$ cat src/sv/priority_sorted_appointment_table_top_macros.svh
// Assertion helpers used by psat_ctrl.
`ifndef PRIORITY_SORTED_APPOINTMENT_TABLE_TOP_MACROS_SVH
`define PRIORITY_SORTED_APPOINTMENT_TABLE_TOP_MACROS_SVH

`ifndef SYNTHESIS
`define PSAT_ASSERT(label, clk, rst_n, prop) \
  label: assert property (@(posedge clk) disable iff (!rst_n) prop) \
    else $error("psat assertion failed");
`define PSAT_ASSERT_NEXT(label, clk, rst_n, ante, cons) \
  label: assert property (@(posedge clk) disable iff (!rst_n) (ante) |=> (cons)) \
    else $error("psat assertion failed");
`else
`define PSAT_ASSERT(label, clk, rst_n, prop)
`define PSAT_ASSERT_NEXT(label, clk, rst_n, ante, cons)
`endif

`endif

$ cat src/sv/psat_pkg.sv
`timescale 1ns / 1ps

package psat_pkg;

  localparam int DEPTH = 16;
  localparam int IDX_W = $clog2(DEPTH);
  localparam int CNT_W = $clog2(DEPTH + 1);

  typedef enum logic [1:0] {
    MODE_INSERT = 2'd0,
    MODE_REMOVE = 2'd1,
    MODE_LOOKUP = 2'd2
  } mode_e;

  typedef enum logic [1:0] {
    ST_OK        = 2'd0,
    ST_FULL      = 2'd1,
    ST_NOT_FOUND = 2'd2,
    ST_ZERO_ID   = 2'd3
  } status_e;

  typedef struct packed {
    logic [4:0]  day;
    logic [3:0]  month;
    logic [11:0] year;
    logic [4:0]  hour;
    logic [5:0]  minute;
    logic [10:0] duration;
  } payload_t;

  typedef struct packed {
    logic [15:0] id;
    logic [7:0]  prio;
    payload_t    payload;
  } entry_t;

  localparam int ENTRY_W = $bits(entry_t);

  typedef struct packed {
    logic [1:0] mode;
    entry_t     ent;
  } request_t;

  typedef struct packed {
    status_e    status;
    logic [4:0] count;
    logic [7:0] prio;
    payload_t   payload;
  } result_t;

  typedef struct packed {
    logic             we;
    logic [IDX_W-1:0] waddr;
    entry_t           wdata;
    logic             re;
    logic [IDX_W-1:0] raddr;
  } mem_req_t;

endpackage

$ cat src/sv/psat_ram.sv
`timescale 1ns / 1ps

module psat_ram #(
  parameter int DEPTH = 16,
  parameter int WIDTH = 8
) (
  input  logic                     clk_i,
  input  logic                     we_i,
  input  logic [$clog2(DEPTH)-1:0] waddr_i,
  input  logic [WIDTH-1:0]         wdata_i,
  input  logic                     re_i,
  input  logic [$clog2(DEPTH)-1:0] raddr_i,
  output logic [WIDTH-1:0]         rdata_o
);

  logic [WIDTH-1:0] mem_q [DEPTH];

  always_ff @(posedge clk_i) begin
    if (we_i) begin
      mem_q[waddr_i] <= wdata_i;
    end
  end

  always_ff @(posedge clk_i) begin
    if (re_i) begin
      rdata_o <= mem_q[raddr_i];
    end
  end

endmodule

$ cat src/sv/psat_ctrl.sv
`timescale 1ns / 1ps
`include "priority_sorted_appointment_table_top_macros.svh"

module psat_ctrl (
  input  logic                clk_i,
  input  logic                rst_ni,
  input  logic                req_valid_i,
  output logic                req_ready_o,
  input  psat_pkg::request_t  req_i,
  output psat_pkg::mem_req_t  mem_o,
  input  psat_pkg::entry_t    mem_rdata_i,
  output logic                res_valid_o,
  input  logic                res_ready_i,
  output psat_pkg::result_t   res_o
);

  typedef enum logic [4:0] {
    S_IDLE = 5'b00001,
    S_RD   = 5'b00010,
    S_EV   = 5'b00100,
    S_PUT  = 5'b01000,
    S_DONE = 5'b10000
  } state_e;

  state_e                       st_q, st_d;
  logic [psat_pkg::CNT_W-1:0]   cnt_q, cnt_d;
  logic [psat_pkg::IDX_W-1:0]   idx_q, idx_d;
  logic                         found_q, found_d;
  psat_pkg::status_e            status_q, status_d;
  psat_pkg::request_t           req_q;
  psat_pkg::entry_t             hit_q, hit_d;
  logic                         accept;
  logic                         last;
  logic                         match;

  assign accept      = req_valid_i && (st_q == S_IDLE);
  assign req_ready_o = (st_q == S_IDLE);
  assign last  = (psat_pkg::CNT_W'(idx_q) + psat_pkg::CNT_W'(1)) >= cnt_q;
  assign match = (mem_rdata_i.id == req_q.ent.id);

  function automatic logic [psat_pkg::CNT_W-1:0] res_cnt(
    input logic [psat_pkg::CNT_W-1:0] cnt,
    input psat_pkg::status_e          status,
    input logic [1:0]                 mode
  );
    logic [psat_pkg::CNT_W-1:0] c;
    c = cnt;
    if (status == psat_pkg::ST_OK) begin
      if (mode == psat_pkg::MODE_INSERT) begin
        c = cnt + psat_pkg::CNT_W'(1);
      end else if (mode == psat_pkg::MODE_REMOVE) begin
        c = cnt - psat_pkg::CNT_W'(1);
      end
    end
    return c;
  endfunction

  always_comb begin
    st_d     = st_q;
    cnt_d    = cnt_q;
    idx_d    = idx_q;
    found_d  = found_q;
    status_d = status_q;
    hit_d    = hit_q;
    mem_o    = '0;
    case (st_q)
      S_IDLE: begin
        if (req_valid_i) begin
          found_d  = 1'b0;
          status_d = psat_pkg::ST_OK;
          hit_d    = '0;
          idx_d    = '0;
          case (req_i.mode)
            psat_pkg::MODE_INSERT: begin
              if (cnt_q == psat_pkg::CNT_W'(psat_pkg::DEPTH)) begin
                status_d = psat_pkg::ST_FULL;
                st_d     = S_DONE;
              end else if (cnt_q == '0) begin
                st_d = S_PUT;
              end else begin
                // shift from the tail towards the insertion point
                idx_d = psat_pkg::IDX_W'(cnt_q - psat_pkg::CNT_W'(1));
                st_d  = S_RD;
              end
            end
            psat_pkg::MODE_REMOVE: begin
              if (req_i.ent.id == '0) begin
                status_d = psat_pkg::ST_ZERO_ID;
                st_d     = S_DONE;
              end else if (cnt_q == '0) begin
                status_d = psat_pkg::ST_NOT_FOUND;
                st_d     = S_DONE;
              end else begin
                st_d = S_RD;
              end
            end
            psat_pkg::MODE_LOOKUP: begin
              if (cnt_q == '0) begin
                status_d = psat_pkg::ST_NOT_FOUND;
                st_d     = S_DONE;
              end else begin
                st_d = S_RD;
              end
            end
            default: st_d = S_DONE;
          endcase
        end
      end
      S_RD: begin
        mem_o.re    = 1'b1;
        mem_o.raddr = idx_q;
        st_d        = S_EV;
      end
      S_EV: begin
        case (req_q.mode)
          psat_pkg::MODE_INSERT: begin
            mem_o.we    = 1'b1;
            mem_o.waddr = idx_q + psat_pkg::IDX_W'(1);
            if (mem_rdata_i.prio >= req_q.ent.prio) begin
              mem_o.wdata = mem_rdata_i;
              if (idx_q == '0) begin
                st_d = S_PUT;
              end else begin
                idx_d = idx_q - psat_pkg::IDX_W'(1);
                st_d  = S_RD;
              end
            end else begin
              mem_o.wdata = req_q.ent;
              st_d        = S_DONE;
            end
          end
          psat_pkg::MODE_REMOVE: begin
            if (found_q) begin
              // close the gap left by the removed entry
              mem_o.we    = 1'b1;
              mem_o.waddr = idx_q - psat_pkg::IDX_W'(1);
              mem_o.wdata = mem_rdata_i;
            end else if (match) begin
              found_d = 1'b1;
            end
            if (last) begin
              if (!(found_q || match)) begin
                status_d = psat_pkg::ST_NOT_FOUND;
              end
              st_d = S_DONE;
            end else begin
              idx_d = idx_q + psat_pkg::IDX_W'(1);
              st_d  = S_RD;
            end
          end
          default: begin
            if (match) begin
              hit_d = mem_rdata_i;
              st_d  = S_DONE;
            end else if (last) begin
              status_d = psat_pkg::ST_NOT_FOUND;
              st_d     = S_DONE;
            end else begin
              idx_d = idx_q + psat_pkg::IDX_W'(1);
              st_d  = S_RD;
            end
          end
        endcase
      end
      S_PUT: begin
        mem_o.we    = 1'b1;
        mem_o.waddr = idx_q;
        mem_o.wdata = req_q.ent;
        st_d        = S_DONE;
      end
      S_DONE: begin
        if (res_ready_i) begin
          cnt_d = res_cnt(cnt_q, status_q, req_q.mode);
          st_d  = S_IDLE;
        end
      end
      default: st_d = S_IDLE;
    endcase
  end

  assign res_valid_o   = (st_q == S_DONE);
  assign res_o.status  = status_q;
  assign res_o.count   = 5'(res_cnt(cnt_q, status_q, req_q.mode));
  assign res_o.prio    = hit_q.prio;
  assign res_o.payload = hit_q.payload;

  always_ff @(posedge clk_i or negedge rst_ni) begin
    if (!rst_ni) begin
      st_q     <= S_IDLE;
      cnt_q    <= '0;
      idx_q    <= '0;
      found_q  <= 1'b0;
      status_q <= psat_pkg::ST_OK;
    end else begin
      st_q     <= st_d;
      cnt_q    <= cnt_d;
      idx_q    <= idx_d;
      found_q  <= found_d;
      status_q <= status_d;
    end
  end

  always_ff @(posedge clk_i) begin
    if (accept) begin
      req_q <= req_i;
    end
    hit_q <= hit_d;
  end

  `PSAT_ASSERT(a_cnt_bound, clk_i, rst_ni, cnt_q <= psat_pkg::CNT_W'(psat_pkg::DEPTH))
  `PSAT_ASSERT_NEXT(a_cnt_hold, clk_i, rst_ni, !(st_q == S_DONE && res_ready_i), $stable(cnt_q))
  `PSAT_ASSERT(a_we_state, clk_i, rst_ni, mem_o.we |-> (st_q == S_EV || st_q == S_PUT))
  `PSAT_ASSERT(a_no_rw, clk_i, rst_ni, mem_o.we |-> !mem_o.re)

endmodule

$ cat src/sv/priority_sorted_appointment_table_top.sv
`timescale 1ns / 1ps

// Sorted appointment table of psat_pkg::DEPTH entries held in one single-port-style
// memory (one write, one registered read per cycle). Each request is processed alone:
// a request is taken in the idle state, then every entry visited passes a read state,
// then an evaluate and write-back state. An insert visits, from the tail, each stored
// entry whose priority is equal or higher plus the first lower one that stops it, and
// writes the new entry in a separate put state when it lands at the head or the table
// is empty; a remove walks from the head to the last entry; a lookup walks from the
// head up to the first match. Full-table inserts, zero-id removes, empty-table searches
// and unused modes visit nothing. The result then waits in the done state until the
// output register is free, passes into it, and the next request is taken once the
// controller is back in idle, with the result already on the outputs by then. No
// clearing pass after reset: entries beyond the count are never read.
module priority_sorted_appointment_table_top (
  input  logic        clk_i,
  input  logic        rst_ni,
  input  logic        in_valid_i,
  output logic        in_ready_o,
  input  logic [1:0]  mode_i,
  input  logic [15:0] appt_id_i,
  input  logic [7:0]  priority_req_i,
  input  logic [4:0]  day_i,
  input  logic [3:0]  month_i,
  input  logic [11:0] year_i,
  input  logic [4:0]  hour_i,
  input  logic [5:0]  minute_i,
  input  logic [10:0] duration_i,
  output logic        out_valid_o,
  input  logic        out_ready_i,
  output logic [1:0]  status_o,
  output logic [4:0]  entry_count_o,
  output logic [7:0]  found_priority_o,
  output logic [4:0]  found_day_o,
  output logic [3:0]  found_month_o,
  output logic [11:0] found_year_o,
  output logic [4:0]  found_hour_o,
  output logic [5:0]  found_minute_o,
  output logic [10:0] found_duration_o
);

  psat_pkg::request_t req;
  psat_pkg::mem_req_t mem_req;
  logic [psat_pkg::ENTRY_W-1:0] mem_rdata;
  psat_pkg::result_t  res;
  psat_pkg::result_t  out_q;
  logic               res_valid;
  logic               slot_free;
  logic               out_valid_q;

  assign req.mode                 = mode_i;
  assign req.ent.id               = appt_id_i;
  assign req.ent.prio             = priority_req_i;
  assign req.ent.payload.day      = day_i;
  assign req.ent.payload.month    = month_i;
  assign req.ent.payload.year     = year_i;
  assign req.ent.payload.hour     = hour_i;
  assign req.ent.payload.minute   = minute_i;
  assign req.ent.payload.duration = duration_i;

  psat_ram #(
    .DEPTH (psat_pkg::DEPTH),
    .WIDTH (psat_pkg::ENTRY_W)
  ) u_ram (
    .clk_i   (clk_i),
    .we_i    (mem_req.we),
    .waddr_i (mem_req.waddr),
    .wdata_i (mem_req.wdata),
    .re_i    (mem_req.re),
    .raddr_i (mem_req.raddr),
    .rdata_o (mem_rdata)
  );

  psat_ctrl u_ctrl (
    .clk_i       (clk_i),
    .rst_ni      (rst_ni),
    .req_valid_i (in_valid_i),
    .req_ready_o (in_ready_o),
    .req_i       (req),
    .mem_o       (mem_req),
    .mem_rdata_i (psat_pkg::entry_t'(mem_rdata)),
    .res_valid_o (res_valid),
    .res_ready_i (slot_free),
    .res_o       (res)
  );

  // output register: the next request is taken while a result waits here
  assign slot_free = !out_valid_q || out_ready_i;

  always_ff @(posedge clk_i or negedge rst_ni) begin
    if (!rst_ni) begin
      out_valid_q <= 1'b0;
    end else if (slot_free) begin
      out_valid_q <= res_valid;
    end
  end

  always_ff @(posedge clk_i) begin
    if (slot_free && res_valid) begin
      out_q <= res;
    end
  end

  assign out_valid_o      = out_valid_q;
  assign status_o         = out_q.status;
  assign entry_count_o    = out_q.count;
  assign found_priority_o = out_q.prio;
  assign found_day_o      = out_q.payload.day;
  assign found_month_o    = out_q.payload.month;
  assign found_year_o     = out_q.payload.year;
  assign found_hour_o     = out_q.payload.hour;
  assign found_minute_o   = out_q.payload.minute;
  assign found_duration_o = out_q.payload.duration;

endmodule

$ cat config.mk
export PLATFORM = sky130hd
export DESIGN_NAME = priority_sorted_appointment_table_top
export DESIGN_NICKNAME = d
export VERILOG_FILES = /design/src/sv/psat_pkg.sv /design/src/sv/psat_ram.sv /design/src/sv/psat_ctrl.sv /design/src/sv/priority_sorted_appointment_table_top.sv
export VERILOG_INCLUDE_DIRS = /design/src /design/src/sv
export SDC_FILE = /design/constraint.sdc
export NUM_CORES = 2
export LEC_CHECK = 0
export ABC_AREA = 1
export BUFFER_PORTS_ARGS = -buffer_cell sky130_fd_sc_hd__buf_2
export CAP_MARGIN = 20
export CORE_ASPECT_RATIO = 0.9
export CORE_UTILIZATION = 30
export CTS_BUF_LIST = sky130_fd_sc_hd__clkbuf_4 sky130_fd_sc_hd__clkbuf_8
export CTS_CLUSTER_DIAMETER = 120
export DETAILED_ROUTE_END_ITERATION = 8
export SETUP_SLACK_MARGIN = 0.5
export SLEW_MARGIN = 20
export SYNTH_ARGS = -nofsm -noshare
export SYNTH_HDL_FRONTEND = slang
export SYNTH_SLANG_ARGS = --single-unit
$ cat constraint.sdc
create_clock -name clk_i -period 9.9 [get_ports clk_i]
set_input_delay 0 -clock clk_i [delete_from_list [all_inputs] [get_ports clk_i]]
set_output_delay 0 -clock clk_i [all_outputs]
set_load 0.01 [all_outputs]
==> metrics.json <==
{
  "final.min_clock_period": {"value": 5140, "unit": "ps"},
  "critPathRequiredTime": {"value": 10430, "unit": "ps"},
  "slew_violations": {"value": 0},
  "cp.arrival": {"value": 5680, "unit": "ps"},
  "hpwl": {"value": 73100, "unit": "µm"},
  "ctsRootBufferMaster": {"value": "clkbuf_8"},
  "fmaxAchievable": {"value": 0.194, "unit": "GHz"},
  "setup_repair_after_global_routing_missed_its_margin": {"value": "false"},
  "dr.first_iter.drc_count": {"value": 3371},
  "worstHoldPathCells": {"value": 5},
  "cts_max_level": {"value": 4},
  "max-vdd-ir-drop": {"value": 0.174, "unit": "mV"},
  "timing.max_slew.rel_slack": {"value": 0.181},
  "post_cts_hold_buffer_count": {"value": 145},
  "num_io_pins": {"value": 133},
  "synth.yosys.seq_area_share": {"value": 0.733},
  "worst_skew_pair.late_latency": {"value": 930, "unit": "ps"},
  "clock_sink_count": {"value": 1335},
  "dr.pass1.iters": {"value": 6},
  "mappedNetlistArea": {"value": 0.0546, "unit": "mm²"},
  "final-setup-viol-count": {"value": 0},
  "number_of_antenna_violations_at_the_first_check_in_global_routing": {"value": 9},
  "worstHoldPathType": {"value": "input port to register"},
  "floorplan.die.height": {"value": 407, "unit": "µm"},
  "largest_net_degree_at_the_start_of_global_routing": {"value": 245},
  "final.setup_skew": {"value": 51.8, "unit": "ps"},
  "grt_pass1_vias": {"value": 33400},
  "asyncSetResetFlopFracSynth": {"value": 0.0135},
  "hold_start": {"value": "mode_i[0]"},
  "run_status": {"value": "finished clean"},
  "core.rowCount": {"value": 148},
  "die_span_x": {"value": 452, "unit": "µm"},
  "worstHoldEndpoint": {"value": "u_ctrl.st_q[1]"},
  "maxCapViolations": {"value": 0},
  "avgViaCountPerCell": {"value": 4.75},
  "postCtsSetupRepairBufs": {"value": 0},
  "cts-root-to-sink-buffers": {"value": 3},
  "synthFlopType": {"value": "edfxtp_1"},
  "floorplan.initialDensity": {"value": 0.302},
  "post_synth.cell_area_avg": {"value": 12.5, "unit": "µm²"},
  "die-area": {"value": 0.184, "unit": "mm²"},
  "post-route-worst-setup-slack": {"value": 4760, "unit": "ps"},
  "post_synth_num_cell_types": {"value": 37},
  "grt.total_usage": {"value": 0.153},
  "leakage": {"value": 21.5, "unit": "nW"},
  "ys_seq_elements": {"value": 1335},
  "first_pass_grt_wire_length": {"value": 212000, "unit": "µm"},
  "r2r_startpoint": {"value": "u_ctrl.st_q[1]"},
  "wl": {"value": 143000, "unit": "µm"},
  "finish.net_count": {"value": 4755},
  "overflow": {"value": 0},
  "layout-drive-gt1-share": {"value": 0.115},
  "power.density_cell_area": {"value": 200, "unit": "mW/mm²"},
  "timing_hold_violations_final": {"value": 0},
  "area.growth.synth_to_final": {"value": 16.2, "unit": "%"},
  "final.period_utilization": {"value": 0.520},
  "ys.warnings.count": {"value": 0},
  "cts.clk_slew.worst_paths": {"value": 60, "unit": "ps"},
  "worstRegToRegCells": {"value": 8},
  "synth_most_common_cell": {"value": "edfxtp_1"},
  "synth-edff-count": {"value": 1317},
  "setup.reg_to_reg.worst_slack": {"value": 4760, "unit": "ps"},
  "tightestPinTransition": {"value": 1230, "unit": "ps"},
  "postSynthCellCount": {"value": 4371},
  "cp-end-kind": {"value": "register"},
  "setup_total_negative_slack": {"value": 0, "unit": "ps"},
  "route.detailed.wl_per_inst": {"value": 19.7, "unit": "µm"},
  "floorplan.core_area": {"value": 0.181, "unit": "mm²"},
  "netlist_top_cells_count": {"value": "edfxtp_1, nand2_1, inv_1"},
  "synth.top_cells.by_area": {"value": "edfxtp_1, o211ai_1, nand2_1"},
  "vias": {"value": 34400},
  "r2r_end": {"value": "u_ram.mem_q[12][19]"},
  "drc_errors": {"value": 0},
  "finalWeightedCongestion": {"value": 0.798},
  "post_synthesis_cell_type_with_the_largest_combined_area": {"value": "edfxtp_1"},
  "placement.setup.worst_slack": {"value": 4750, "unit": "ps"},
  "critPathMaxFanout": {"value": 46},
  "detail-route-antenna-nets": {"value": 0},
  "tritoncts": {"value": "built"},
  "io_buffers": {"value": 132},
  "crit_path_start_kind": {"value": "register"},
  "timing_worst_setup_path_type": {"value": "register to register"},
  "synth_top_area_frac": {"value": 0.725},
  "postSynthNetCount": {"value": 4461},
  "cts-resized-gates": {"value": 0},
  "cts_made_buffers": {"value": 214}
}
==> cells by family after synthesis <==
logic type,synth area share
compound gates,0.0787
xor+xnor,0.00128
fa+ha+maj,0.00390
buf+inv,0.0663
flops,0.733
simple gates,0.117
==> cell usage in the layout, fill, tap and decap left out, drive strengths merged, types with 2 or more instances in the layout <==
cell,netlist,layout
inv,666,676
clkinv,1,86
diode,0,2
buf,152,183
clkbuf,98,291
edfxtp,1317,1317
nand3,499,499
xor2,7,7
o22ai,4,4
nor2,138,138
dfrtp,17,17
o21ai,23,23
a21oi,11,11
nor3,2,2
dlygate4sd3,0,145
nand2,858,858
bufinv,0,3
nand4,12,12
ha,17,17
clkinvlp,0,5
o21a,2,2
o211ai,537,537
==> metal layers <==
| metal | vias to the layer above | part of all wire | global-route usage |
|---|---|---|---|
| met1 | 16900 | 0.43 | 0.205 |
| met2 | 1223 | 0.48 | 0.254 |
| met5 | - | 0.00028 | 0 |
| met3 | 194 | 0.068 | 0.0254 |
| li1 | 16000 | - | - |
| met4 | 6 | 0.019 | 0.0451 |
==> cell type report <==
class                           instances  area, µm²
Tap cell                             2400       3000
Inverter                              667       2530
Sequential cell                      1335      40000
Multi-Input combinational cell       2119      11200
Fill cell                           17500     117000
Timing Repair Buffer                  328       2560
Clock inverter                        103        612
Antenna cell                            2       5.00
Clock buffer                          291       3530
==> registers in the layout (all words and copies together), names as in the netlist <==
signal / count
u_ram.rdata_o: 67
found_hour_o: 5
found_day_o: 5
entry_count_o: 5
u_ctrl.cnt_q: 5
found_minute_o: 6
out_valid_o: 1
u_ctrl.idx_q: 4
found_month_o: 4
u_ram.mem_q: 1072
u_ctrl.status_q: 2
found_year_o: 12
u_ctrl.found_q: 1
found_priority_o: 8
u_ctrl.req_q: 69
found_duration_o: 11
u_ctrl.st_q: 5
u_ctrl.res_o: 51
status_o: 2
==> per-stage QoR <==
| step | util | hold WS [ps] | cells | power [mW] | area [µm²] |
|---|---|---|---|---|---|
| floorplan | - | -296 | 4371 | 7.56 | 54600 |
| global placement | 0.320 | -33.0 | 6704 | 8.09 | 57800 |
| detailed placement | 0.320 | -26.4 | 6704 | 8.11 | 57800 |
| CTS | 0.351 | 23.1 | 7243 | 12.7 | 63400 |
| global route | 0.351 | 125 | 7244 | 13.1 | 63400 |
| finish | 0.351 | 74.5 | 7245 | 12.6 | 63400 |
==> worst max-delay path by stage <==
stage                    from             endpoint  slack (ps)  cells past startpoint
2_1_floorplan  u_ctrl.st_q[2]      u_ctrl.res_o[0]        3400                      7
3_3_place_gp   u_ctrl.st_q[1]  u_ram.mem_q[12][38]        4760                      8
3_5_place_dp   u_ctrl.st_q[1]  u_ram.mem_q[12][12]        4750                      8
4_1_cts        u_ctrl.st_q[1]   u_ram.mem_q[7][24]        4720                      9
5_1_grt        u_ctrl.st_q[1]  u_ram.mem_q[12][14]        4440                      8
6_report       u_ctrl.st_q[1]  u_ram.mem_q[12][19]        4760                      8
==> worst max-delay path, stage by stage (launching register included) <==
cell and delay [ps]:
dfrtp_1 390, nor2_1 270, nand4_4 590, nor2_4 1050, a22oi_1 290, inv_1 150
nand2_1 240, nor2_4 840, buf_4 880
==> power breakdown <==
part	total (mW)	switching, mW	internal, mW
Clock	4.59	2.19	2.40
Combinational	1.32	0.993	0.325
Sequential	6.74	0.183	6.55
No activity file was read; power rests on OpenSTA's default activity.
